## config.mk

```make
export PLATFORM = sky130hd
export DESIGN_NAME = spike_detect_ptsd_swap_flat
export DESIGN_NICKNAME = d
export VERILOG_FILES = /design/src/design/sdps_pkg.sv /design/src/design/sdps_sample_if.sv /design/src/design/spike_detect_ptsd_swap.sv /design/src/flat_wrapper.sv
export SDC_FILE = /design/constraint.sdc
export NUM_CORES = 2
export LEC_CHECK = 0
export BUFFER_PORTS_ARGS = -buffer_cell sky130_fd_sc_hd__buf_4
export CORE_AREA = 4 4 442 444
export DETAILED_ROUTE_END_ITERATION = 6
export DIE_AREA = 0 0 446 448
export MAX_ROUTING_LAYER = met4
export PLACE_DENSITY = 0.86
export SLEW_MARGIN = 20
export SYNTH_ARGS = -nofsm -noshare
export SYNTH_HDL_FRONTEND = slang
export SYNTH_SLANG_ARGS = --single-unit
export TNS_END_PERCENT = 1
```

## constraint.sdc

```tcl
create_clock -name clk -period 13.7 [get_ports clk]
set_input_delay 0.685 -clock clk [delete_from_list [all_inputs] [get_ports clk]]
set_output_delay 0.685 -clock clk [all_outputs]
set_load 0.05 [all_outputs]
```

## src/design/sdps_pkg.sv

```systemverilog
// Shared constants, register indexes and a helper function of the spike detector.
package sdps_pkg;

    localparam int DEF_RING_DEPTH     = 128;
    localparam int DEF_EXTEND_SAMPLES = 5;
    localparam int DEF_INDEX_BITS     = 24;

    localparam int SAMPLE_W    = 16;
    localparam int AMP_W       = 16;
    localparam int TIME_W      = 24;
    localparam int CFG_DATA_W  = 16;
    localparam int CFG_INDEX_W = 2;
    localparam int WINDOW_W    = 7;
    localparam int MAX_RESULTS = 37;
    localparam int COUNT_W     = 6;
    localparam int WINDOW_CAP  = 64;

    localparam logic [CFG_INDEX_W-1:0] REG_THRESHOLD  = 2'd0;
    localparam logic [CFG_INDEX_W-1:0] REG_WINDOW     = 2'd1;
    localparam logic [CFG_INDEX_W-1:0] REG_REFRACTORY = 2'd2;
    localparam logic [CFG_INDEX_W-1:0] REG_ALIGN_NEG  = 2'd3;

    localparam logic [15:0] RST_THRESHOLD  = 16'd1000;
    localparam logic [6:0]  RST_WINDOW     = 7'd20;
    localparam logic [15:0] RST_REFRACTORY = 16'd30;

    // Magnitude of a signed sample; the most negative code needs the 17th bit.
    function automatic logic [SAMPLE_W:0] mag17(input logic signed [SAMPLE_W-1:0] v);
        logic signed [SAMPLE_W:0] w;
        w = {v[SAMPLE_W-1], v};
        return w[SAMPLE_W] ? (SAMPLE_W+1)'(-w) : (SAMPLE_W+1)'(w);
    endfunction

endpackage

```

## src/design/sdps_sample_if.sv

```systemverilog
// Input and result channel interfaces of the spike detector.
interface sdps_sample_if;
    import sdps_pkg::*;
    logic                       valid;
    logic                       ready;
    logic signed [SAMPLE_W-1:0] sample;
    logic                       record_end;
    modport source (output valid, output sample, output record_end, input ready);
    modport sink   (input valid, input sample, input record_end, output ready);
endinterface

interface sdps_result_if;
    import sdps_pkg::*;
    logic              valid;
    logic              ready;
    logic              spike_valid;
    logic [AMP_W-1:0]  spike_amplitude;
    logic [TIME_W-1:0] spike_time;
    logic              run_last;
    modport source (output valid, output spike_valid, output spike_amplitude,
                    output spike_time, output run_last, input ready);
    modport sink   (input valid, input spike_valid, input spike_amplitude,
                    input spike_time, input run_last, output ready);
endinterface

```

## src/design/spike_detect_ptsd_swap.sv

```systemverilog
// Top level of the streaming peak-to-peak spike detector.
//
// The block takes one signed sample per item and keeps the recent samples of
// the recording in a ring memory. Each position is examined once enough later
// samples are known: a local peak of magnitude starts a search over the peak
// window for the opposite extreme, the start peak is re-picked, the pair is
// swapped if reversed, and the search is extended when the end sits on the
// window edge. A peak-to-peak difference at or above the threshold yields a
// result item with amplitude and timestamp; scanning then skips by the
// refractory time. On the record_end item all remaining positions are
// examined, the final result carries run_last (or a bare marker is sent), and
// the next item starts a new recording. Every sample value is fetched through
// the single read port of the ring memory under a small sequencer, so the
// block is busy while an item is processed and takes no new item before it
// is done. Up to two result items wait, one in the output register and one
// held back until it is known whether it ends the item, so a stalled sink
// holds the sequencer only when a further spike is found while both are
// occupied, or when the item ends while the held-back result or a bare
// marker cannot move to the output register.
module spike_detect_ptsd_swap #(
    parameter int RING_DEPTH     = sdps_pkg::DEF_RING_DEPTH,
    parameter int EXTEND_SAMPLES = sdps_pkg::DEF_EXTEND_SAMPLES,
    parameter int INDEX_BITS     = sdps_pkg::DEF_INDEX_BITS
) (
    input  logic                             clk,
    input  logic                             rst_n,
    input  logic                             cfg_we,
    input  logic [sdps_pkg::CFG_INDEX_W-1:0] cfg_index,
    input  logic [sdps_pkg::CFG_DATA_W-1:0]  cfg_data,
    sdps_sample_if.sink                      samples,
    sdps_result_if.source                    results
);
    import sdps_pkg::*;

    localparam int AW = $clog2(RING_DEPTH);
    localparam int IB = INDEX_BITS;
    localparam int PW_LIMIT = ((RING_DEPTH - EXTEND_SAMPLES - 2) < WINDOW_CAP) ?
                              (RING_DEPTH - EXTEND_SAMPLES - 2) : WINDOW_CAP;

    localparam logic [3:0] S_IDLE  = 4'd0;
    localparam logic [3:0] S_LOOP  = 4'd1;
    localparam logic [3:0] S_E0    = 4'd2;
    localparam logic [3:0] S_E1    = 4'd3;
    localparam logic [3:0] S_E2    = 4'd4;
    localparam logic [3:0] S_E3    = 4'd5;
    localparam logic [3:0] S_R1    = 4'd6;
    localparam logic [3:0] S_C1    = 4'd7;
    localparam logic [3:0] S_R2    = 4'd8;
    localparam logic [3:0] S_C2    = 4'd9;
    localparam logic [3:0] S_SWAP  = 4'd10;
    localparam logic [3:0] S_R3    = 4'd11;
    localparam logic [3:0] S_C3    = 4'd12;
    localparam logic [3:0] S_DEC   = 4'd13;
    localparam logic [3:0] S_EMIT  = 4'd14;
    localparam logic [3:0] S_FLUSH = 4'd15;

    // Configuration registers.
    logic [15:0]         thr_reg;
    logic [WINDOW_W-1:0] pw_reg;
    logic [15:0]         refr_reg;
    logic                alneg_reg;

    // Sequencer and position state.
    logic [3:0]    state_reg;
    logic [IB-1:0] seen_reg, scan_reg, resume_reg;
    logic [IB-1:0] idx_reg, i_reg, st_reg, et_reg, lim_reg;
    logic [AW-1:0] wptr_reg;
    logic          ended_reg, pos_reg, magok_reg;
    logic signed [SAMPLE_W-1:0] sv_reg, ev_reg;
    logic [COUNT_W-1:0] n_reg;

    // Candidate, pending and output results.
    logic [AMP_W-1:0]  cand_amp_reg, pend_amp_reg;
    logic [TIME_W-1:0] cand_time_reg, pend_time_reg;
    logic              pend_valid_reg;
    logic              out_valid_reg, out_spike_reg, out_last_reg;
    logic [AMP_W-1:0]  out_amp_reg;
    logic [TIME_W-1:0] out_time_reg;

    // Ring memory with a registered read port.
    logic signed [SAMPLE_W-1:0] ring_mem [RING_DEPTH];
    logic signed [SAMPLE_W-1:0] rdata_reg;
    logic [IB-1:0] rd_pos, last_pos, clamp_pos, back_dist;
    logic [AW-1:0] last_ptr, raddr;
    logic [AW:0]   raw_addr, wrap_addr;
    logic          ring_we;

    logic [WINDOW_W-1:0] wl;
    logic                out_free;
    logic                out_load;
    logic                in_take;

    assign samples.ready = (state_reg == S_IDLE);
    assign in_take       = samples.valid && samples.ready;
    assign ring_we       = in_take;
    assign out_free      = !out_valid_reg || results.ready;

    assign results.valid           = out_valid_reg;
    assign results.spike_valid     = out_spike_reg;
    assign results.spike_amplitude = out_amp_reg;
    assign results.spike_time      = out_time_reg;
    assign results.run_last        = out_last_reg;

    // The output register is loaded when a held-back spike moves on or when
    // the item ends with a bare marker.
    assign out_load = ((state_reg == S_EMIT) && pend_valid_reg && out_free) ||
                      ((state_reg == S_FLUSH) && out_free && (pend_valid_reg || ended_reg));

    // Effective window: zero acts as one, large values saturate.
    always_comb
    begin
        if (pw_reg == '0)
            wl = WINDOW_W'(1);
        else if (32'(pw_reg) > PW_LIMIT)
            wl = WINDOW_W'(PW_LIMIT);
        else
            wl = pw_reg;
    end

    // Position fetched by the state that issues a read.
    always_comb
    begin
        case (state_reg)
            S_E0:                rd_pos = idx_reg;
            S_E1:                rd_pos = idx_reg - IB'(1);
            S_E2:                rd_pos = idx_reg + IB'(1);
            S_R1, S_R2, S_R3:    rd_pos = i_reg;
            default:             rd_pos = idx_reg;
        endcase
    end

    // Reads past the last sample return the last sample. The ring address is
    // found by stepping back from the newest entry, since the distance stays
    // below the ring depth.
    always_comb
    begin
        last_pos  = seen_reg - IB'(1);
        clamp_pos = (rd_pos > last_pos) ? last_pos : rd_pos;
        back_dist = last_pos - clamp_pos;
        last_ptr  = (wptr_reg == '0) ? AW'(RING_DEPTH - 1) : wptr_reg - AW'(1);
        raw_addr  = {1'b0, last_ptr} - back_dist[AW:0];
        wrap_addr = raw_addr + (AW+1)'(RING_DEPTH);
        raddr     = raw_addr[AW] ? wrap_addr[AW-1:0] : raw_addr[AW-1:0];
    end

    always_ff @(posedge clk)
    begin
        if (ring_we)
            ring_mem[wptr_reg] <= samples.sample;
        rdata_reg <= ring_mem[raddr];
    end

    // Configuration writes.
    always_ff @(posedge clk or negedge rst_n)
    begin
        if (!rst_n)
        begin
            thr_reg   <= RST_THRESHOLD;
            pw_reg    <= RST_WINDOW;
            refr_reg  <= RST_REFRACTORY;
            alneg_reg <= 1'b0;
        end
        else if (cfg_we)
        begin
            unique case (cfg_index)
                REG_THRESHOLD:  thr_reg   <= cfg_data[15:0];
                REG_WINDOW:     pw_reg    <= cfg_data[WINDOW_W-1:0];
                REG_REFRACTORY: refr_reg  <= cfg_data[15:0];
                REG_ALIGN_NEG:  alneg_reg <= cfg_data[0];
                default:        thr_reg   <= thr_reg;
            endcase
        end
    end

    // Output valid flag.
    always_ff @(posedge clk or negedge rst_n)
    begin
        if (!rst_n)
            out_valid_reg <= 1'b0;
        else if (out_load)
            out_valid_reg <= 1'b1;
        else if (results.ready)
            out_valid_reg <= 1'b0;
    end

    // Working values of the sequencer.
    logic [IB:0]   eff_wide, need_wide, lim_ext, target_wide;
    logic [IB-1:0] eff_pos, span, iv;
    logic          scan_done, better_end, better_start, extend_ok;
    logic signed [SAMPLE_W:0] pp_diff;
    logic [SAMPLE_W:0]        pp_mag;
    logic [IB-1:0]            ts;

    always_comb
    begin
        eff_pos   = (scan_reg < resume_reg) ? resume_reg : scan_reg;
        eff_wide  = {1'b0, eff_pos};
        need_wide = eff_wide + (IB+1)'(wl) + (IB+1)'(EXTEND_SAMPLES);
        scan_done = ended_reg ? (eff_pos >= seen_reg) : (need_wide >= {1'b0, seen_reg});
        span      = seen_reg - idx_reg;
        iv        = (ended_reg && (span < IB'(wl))) ? span : IB'(wl);
        lim_ext   = {1'b0, lim_reg} + (IB+1)'(EXTEND_SAMPLES);
        extend_ok = (EXTEND_SAMPLES > 0) && (et_reg == lim_reg) &&
                    (!ended_reg || (lim_ext < {1'b0, seen_reg}));
        better_end   = pos_reg ? (rdata_reg < ev_reg) : (rdata_reg > ev_reg);
        better_start = pos_reg ? (rdata_reg > sv_reg) : (rdata_reg < sv_reg);
        pp_diff = {sv_reg[SAMPLE_W-1], sv_reg} - {ev_reg[SAMPLE_W-1], ev_reg};
        pp_mag  = pp_diff[SAMPLE_W] ? (SAMPLE_W+1)'(-pp_diff) : (SAMPLE_W+1)'(pp_diff);
        if (!alneg_reg)
            ts = (mag17(sv_reg) > mag17(ev_reg)) ? st_reg : et_reg;
        else
            ts = (sv_reg < ev_reg) ? st_reg : et_reg;
        target_wide = {1'b0, ts} + (IB+1)'(refr_reg);
    end

    always_ff @(posedge clk or negedge rst_n)
    begin
        if (!rst_n)
        begin
            state_reg      <= S_IDLE;
            seen_reg       <= '0;
            scan_reg       <= IB'(1);
            resume_reg     <= IB'(1);
            wptr_reg       <= '0;
            ended_reg      <= 1'b0;
            n_reg          <= '0;
            pend_valid_reg <= 1'b0;
            idx_reg        <= '0;
            i_reg          <= '0;
            st_reg         <= '0;
            et_reg         <= '0;
            lim_reg        <= '0;
            pos_reg        <= 1'b0;
            magok_reg      <= 1'b0;
            sv_reg         <= '0;
            ev_reg         <= '0;
            cand_amp_reg   <= '0;
            cand_time_reg  <= '0;
            pend_amp_reg   <= '0;
            pend_time_reg  <= '0;
            out_spike_reg  <= 1'b0;
            out_amp_reg    <= '0;
            out_time_reg   <= '0;
            out_last_reg   <= 1'b0;
        end
        else
        begin
            unique case (state_reg)
                S_IDLE:
                begin
                    if (in_take)
                    begin
                        seen_reg  <= seen_reg + IB'(1);
                        wptr_reg  <= (wptr_reg == AW'(RING_DEPTH - 1)) ? '0 : wptr_reg + AW'(1);
                        ended_reg <= samples.record_end;
                        n_reg     <= '0;
                        state_reg <= S_LOOP;
                    end
                end
                S_LOOP:
                begin
                    scan_reg  <= eff_pos;
                    idx_reg   <= eff_pos;
                    state_reg <= scan_done ? S_FLUSH : S_E0;
                end
                S_E0:
                    state_reg <= S_E1;
                S_E1:
                begin
                    sv_reg    <= rdata_reg;
                    ev_reg    <= rdata_reg;
                    pos_reg   <= (rdata_reg > 0);
                    scan_reg  <= idx_reg + IB'(1);
                    state_reg <= S_E2;
                end
                S_E2:
                begin
                    magok_reg <= (mag17(sv_reg) > mag17(rdata_reg));
                    state_reg <= S_E3;
                end
                S_E3:
                begin
                    if (magok_reg && (mag17(sv_reg) >= mag17(rdata_reg)))
                    begin
                        lim_reg   <= idx_reg + iv;
                        st_reg    <= idx_reg;
                        et_reg    <= idx_reg + IB'(1);
                        i_reg     <= idx_reg + IB'(1);
                        state_reg <= S_R1;
                    end
                    else
                        state_reg <= S_LOOP;
                end
                S_R1:
                    state_reg <= S_C1;
                S_C1:
                begin
                    if (better_end)
                    begin
                        et_reg <= i_reg;
                        ev_reg <= rdata_reg;
                    end
                    if (i_reg == lim_reg)
                    begin
                        i_reg     <= idx_reg + IB'(1);
                        state_reg <= ((idx_reg + IB'(1)) < lim_reg) ? S_R2 : S_SWAP;
                    end
                    else
                    begin
                        i_reg     <= i_reg + IB'(1);
                        state_reg <= S_R1;
                    end
                end
                S_R2:
                    state_reg <= S_C2;
                S_C2:
                begin
                    if (better_start)
                    begin
                        st_reg <= i_reg;
                        sv_reg <= rdata_reg;
                    end
                    i_reg     <= i_reg + IB'(1);
                    state_reg <= ((i_reg + IB'(1)) == lim_reg) ? S_SWAP : S_R2;
                end
                S_SWAP:
                begin
                    // Start and end values are the samples at their positions,
                    // so a reversed pair swaps without new reads.
                    if (et_reg < st_reg)
                    begin
                        st_reg    <= et_reg;
                        et_reg    <= st_reg;
                        sv_reg    <= ev_reg;
                        ev_reg    <= sv_reg;
                        state_reg <= S_DEC;
                    end
                    else if (extend_ok)
                    begin
                        i_reg     <= lim_reg + IB'(1);
                        state_reg <= S_R3;
                    end
                    else
                        state_reg <= S_DEC;
                end
                S_R3:
                    state_reg <= S_C3;
                S_C3:
                begin
                    if (better_end)
                    begin
                        et_reg <= i_reg;
                        ev_reg <= rdata_reg;
                    end
                    i_reg     <= i_reg + IB'(1);
                    state_reg <= ({1'b0, i_reg} == lim_ext) ? S_DEC : S_R3;
                end
                S_DEC:
                begin
                    if (pp_mag[AMP_W-1:0] < thr_reg)
                        state_reg <= S_LOOP;
                    else
                    begin
                        if ((target_wide > {1'b0, et_reg}) &&
                            (!ended_reg || (target_wide < {1'b0, seen_reg})))
                            resume_reg <= target_wide[IB-1:0];
                        else
                            resume_reg <= et_reg + IB'(1);
                        cand_amp_reg  <= pp_mag[AMP_W-1:0];
                        cand_time_reg <= TIME_W'(ts);
                        state_reg     <= (n_reg < COUNT_W'(MAX_RESULTS)) ? S_EMIT : S_LOOP;
                    end
                end
                S_EMIT:
                begin
                    // The newest spike is held back until it is known whether
                    // it is the last one of the item.
                    if (!pend_valid_reg || out_free)
                    begin
                        if (pend_valid_reg)
                        begin
                            out_spike_reg <= 1'b1;
                            out_amp_reg   <= pend_amp_reg;
                            out_time_reg  <= pend_time_reg;
                            out_last_reg  <= 1'b0;
                        end
                        pend_valid_reg <= 1'b1;
                        pend_amp_reg   <= cand_amp_reg;
                        pend_time_reg  <= cand_time_reg;
                        n_reg          <= n_reg + COUNT_W'(1);
                        state_reg      <= S_LOOP;
                    end
                end
                S_FLUSH:
                begin
                    if (out_free || (!pend_valid_reg && !ended_reg))
                    begin
                        if (pend_valid_reg)
                        begin
                            out_spike_reg  <= 1'b1;
                            out_amp_reg    <= pend_amp_reg;
                            out_time_reg   <= pend_time_reg;
                            out_last_reg   <= ended_reg;
                            pend_valid_reg <= 1'b0;
                        end
                        else if (ended_reg)
                        begin
                            out_spike_reg <= 1'b0;
                            out_amp_reg   <= '0;
                            out_time_reg  <= '0;
                            out_last_reg  <= 1'b1;
                        end
                        if (ended_reg)
                        begin
                            seen_reg   <= '0;
                            scan_reg   <= IB'(1);
                            resume_reg <= IB'(1);
                            wptr_reg   <= '0;
                        end
                        state_reg <= S_IDLE;
                    end
                end
                default:
                    state_reg <= S_IDLE;
            endcase
        end
    end

endmodule

```

## src/flat_wrapper.sv

```systemverilog
// flat-port wrapper written by rule: the top's interface ports become plain ports
module spike_detect_ptsd_swap_flat import sdps_pkg::*;
#(
    parameter int RING_DEPTH     = sdps_pkg::DEF_RING_DEPTH,
    parameter int EXTEND_SAMPLES = sdps_pkg::DEF_EXTEND_SAMPLES,
    parameter int INDEX_BITS     = sdps_pkg::DEF_INDEX_BITS
)
  (clk, rst_n, cfg_we, cfg_index, cfg_data, samples_valid, samples_sample, samples_record_end, samples_ready, results_valid, results_spike_valid, results_spike_amplitude, results_spike_time, results_run_last, results_ready);
  sdps_sample_if samples_i ();
  sdps_result_if results_i ();
  input  logic clk;
  input  logic rst_n;
  input  logic cfg_we;
  input  logic [sdps_pkg::CFG_INDEX_W-1:0] cfg_index;
  input  logic [sdps_pkg::CFG_DATA_W-1:0] cfg_data;
  input wire logic [$bits(samples_i.valid)-1:0] samples_valid;
  input wire logic [$bits(samples_i.sample)-1:0] samples_sample;
  input wire logic [$bits(samples_i.record_end)-1:0] samples_record_end;
  output wire logic [$bits(samples_i.ready)-1:0] samples_ready;
  output wire logic [$bits(results_i.valid)-1:0] results_valid;
  output wire logic [$bits(results_i.spike_valid)-1:0] results_spike_valid;
  output wire logic [$bits(results_i.spike_amplitude)-1:0] results_spike_amplitude;
  output wire logic [$bits(results_i.spike_time)-1:0] results_spike_time;
  output wire logic [$bits(results_i.run_last)-1:0] results_run_last;
  input wire logic [$bits(results_i.ready)-1:0] results_ready;
  assign samples_i.valid = samples_valid;
  assign samples_i.sample = samples_sample;
  assign samples_i.record_end = samples_record_end;
  assign samples_ready = samples_i.ready;
  assign results_valid = results_i.valid;
  assign results_spike_valid = results_i.spike_valid;
  assign results_spike_amplitude = results_i.spike_amplitude;
  assign results_spike_time = results_i.spike_time;
  assign results_run_last = results_i.run_last;
  assign results_i.ready = results_ready;
  spike_detect_ptsd_swap #(.RING_DEPTH(RING_DEPTH), .EXTEND_SAMPLES(EXTEND_SAMPLES), .INDEX_BITS(INDEX_BITS)) u_core (.clk(clk), .rst_n(rst_n), .cfg_we(cfg_we), .cfg_index(cfg_index), .cfg_data(cfg_data), .samples(samples_i), .results(results_i));
endmodule
```

==> results.yml <==
run_status:
  outcome: "finished with violations"
  violations: "DRC"
min_path:
  hp-class: "primary input to flop"
  worst_hold_path.endpoint: "u_core.thr_reg[15]"
  hp-start: "cfg_data[15]"
  hold_depth: 3
setup_path:
  cp_slowest_stage_delay_ns: 1.46
  r2r_start: "u_core.idx_reg[7]"
  cp_top_family: "multiplexers"
  cp_common_cell: "mux4_2"
  crit_slowest_cell: "fa_4"
  critPathLaunchType: "flop"
  crit_buf_inv: 4
  ff2ff_setup_slack_ns: 2.95
  critPathRequiredTime_ns: 14.49
  rr_endpoint: "u_core.rdata_reg[14]"
  critPathMaxFanout: 151
  cp_data_arrival_time_ns: 11.54
  worst-r2r-cell-count: 25
  endpoint_kind: "flop"
  criticalPathCategory: "flop to flop"
route:
  drc: 407
  antenna_left: 0
  vias: 77980
  routed_wl_um: 419400
  dr.pass1.iters: 7
  via_per_inst: 7.550
  drt_iter0_drc: 14800
  wire_per_inst_um: 40.60
floorplan:
  core_area_sq_um: 191600
  die_w_um: 446
  initial_core_util: 0.5967
  ios: 84
  rows: 161
  dieArea_sq_um: 199800
  dieHeight_um: 448
yosys:
  ys_ff_latch: 2472
  synthArstFlopShare: 0.1650
  synth_area_sq_um: 114300
  yosysWarnings: 0
  synth.area.top_cells: "edfxtp_1 (54%), mux4_2 (13%), dfrtp_1 (8.6%)"
  synth_top_area_share: 0.5380
  synth_ff_type: "edfxtp_1"
  seq_area_frac_synth: 0.6302
  synth-edff-count: 2048
  synth_cell_types: 90
  yosysTopAreaCell: "edfxtp_1"
  syn_avg_cell_area_sq_um: 15.60
  syn_inst: 7330
sta:
  rsz0062_at_grt: "false"
  tns_ns: 0
  finalSetupViolCount: 0
  report.final.slew_viol_count: 0
  period_share: 0.7847
  finalClockSkew_ns: 0.1042
  max_freq_mhz: 93.02
  hold_viol_final: 0
  relSlewSlack: 0.1538
  tightest_slew_ns: 1.269
  layout_setup_ws_ns: 2.950
  fin_crit_ns: 10.75
cells_and_area:
  regMostFlops: "u_core.ring_mem"
  fillCellCount: 11840
  multi_input_area_sq_um: 40110
  area_growth_syn_to_layout_pct: 11.10
  largest_register_ffs: 2048
  drive_gt1_frac: 0.2073
  seq_area_sq_um: 72050
  fin_nets: 8003
placed_design:
  io_buffers: 83
  place_congestion: 1.075
  hpwl_um: 245600
  dp_slack_ns: 3.422
clocking:
  ctsHtreeMaxLevel: 4
  clk_latency_ns: 0.94
  hold_buffers: 10
  cts_tree: "built"
  clk_pin_slew_ns: 0.07
  cts_made_buffers: 230
  cts-resized-gates: 0
  cts_buffer_depth: 3
  cts_sinks: 2472
  clock-root-buffer: "clkbuf_16"
  cts_setup_buffers: 0
global_routing:
  antenna_found_initial: 54
  grt_pass1_vias: 75590
  grt_pass1_wl_um: 588500
  grt_overflow: 0
  grt_max_degree: 152
  track_usage: 0.4336
job:
  cap_violations: 0
## worst max path at each step
stage                       from               endpoint  cells past startpoint
6_report       u_core.idx_reg[7]   u_core.rdata_reg[14]                     25
5_1_grt        u_core.idx_reg[0]    u_core.rdata_reg[5]                     25
4_1_cts        u_core.idx_reg[7]    u_core.rdata_reg[5]                     25
3_5_place_dp   u_core.idx_reg[7]    u_core.rdata_reg[7]                     26
3_3_place_gp   u_core.idx_reg[7]    u_core.rdata_reg[7]                     26
2_1_floorplan   u_core.sv_reg[6]  u_core.resume_reg[11]                     40
## cell usage after synthesis (all sizes together) (31+ instances only)
| cell type | number |
|---|---|
| mux2 | 150 |
| a31oi | 71 |
| and3 | 31 |
| mux2i | 57 |
| nor2 | 507 |
| o21a | 48 |
| nand4 | 96 |
| or3 | 32 |
| o21ai | 290 |
| a21oi | 233 |
| edfxtp | 2048 |
| a21o | 89 |
| nand3 | 104 |
| clkbuf | 303 |
| xor2 | 97 |
| nor2b | 49 |
| a22o | 59 |
| ha | 408 |
| a22oi | 67 |
| nand2b | 39 |
| nor3 | 98 |
| nor4 | 52 |
| dfrtp | 394 |
| nand2 | 352 |
| buf | 80 |
| inv | 278 |
| mux4 | 672 |
| xnor2 | 274 |
## through the flow
| step | instance area, sq um | hold WS [ns] | util | cells |
|---|---|---|---|---|
| after global routing | 127000 | 0.04937 | 0.6628 | 10320 |
| after CTS | 126700 | 0.0003326 | 0.6613 | 10260 |
| after floorplan | 114400 | 0.3894 | - | 7348 |
| after global placement | 118900 | 0.4585 | 0.6209 | 9826 |
| final | 127000 | 0.04529 | 0.6630 | 10330 |
| after detailed placement | 118900 | 0.4673 | 0.6209 | 9826 |
## worst reg2reg max path: stages (launching register included)
cell,delay (ns)
dfrtp_1,0.68
inv_1,0.30
nor4_1,0.59
nand3_1,0.27
or3_1,0.46
nor3_1,0.24
xor2_1,0.09
buf_4,0.23
a221o_1,0.39
o21a_1,0.21
o22a_1,0.19
ha_1,0.30
nand4_1,0.13
o21ai_0,0.32
a2111oi_0,0.13
a21oi_1,0.71
mux2_2,0.43
ha_1,0.29
inv_1,0.08
ha_4,0.17
fa_4,1.46
buf_12,0.86
mux4_2,0.60
mux4_2,0.53
mux4_2,0.67
mux2_2,0.37
## cell type report
cell class | instances | share of cell area
diodes | 66 | 0.001300
clock buffers | 282 | 0.04756
clock inverters | 142 | 0.01261
inverters | 281 | 0.008305
multi-input cells | 4212 | 0.3158
flip-flops and latches | 2472 | 0.5673
well taps | 2526 | 0.02489
repair buffers | 347 | 0.02226
## kinds of logic after synthesis
group,Yosys count,share of synthesized area
and+or+nand+nor,1442,0.05889
buffers and inverters,664,0.02219
AOI/OAI and AO/OA,1081,0.06138
xor gates and xnor gates,371,0.02849
DFF,2472,0.6302
adders and majority gates,419,0.04658
other,2,0.00006570
muxes,879,0.1522
## per-layer routing
layer | vias up | global-route usage | share of wire
met5 | - | - | 0
met4 | 0 | 0.3147 | 0.098
met3 | 2256 | 0.1428 | 0.14
met2 | 8386 | 0.6444 | 0.45
met1 | 38190 | 0.4967 | 0.30
li1 | 29140 | - | -
## placed cells by master, fill, tap and decap left out, drive strengths merged, types with 71 or more instances in the layout
master / instances
a31oi: 71
xor2: 97
a21oi: 233
dfrtp: 394
edfxtp: 2048
inv: 284
nor3: 98
buf: 337
nand4: 96
nand2: 352
nand3: 104
clkinv: 101
nor2: 507
o21ai: 290
mux2: 150
clkbuf: 282
mux4: 672
ha: 408
xnor2: 274
a21o: 89
Power is not shown: default switching activity piles up to over one toggle a cycle in this logic, so the estimate is an artifact.
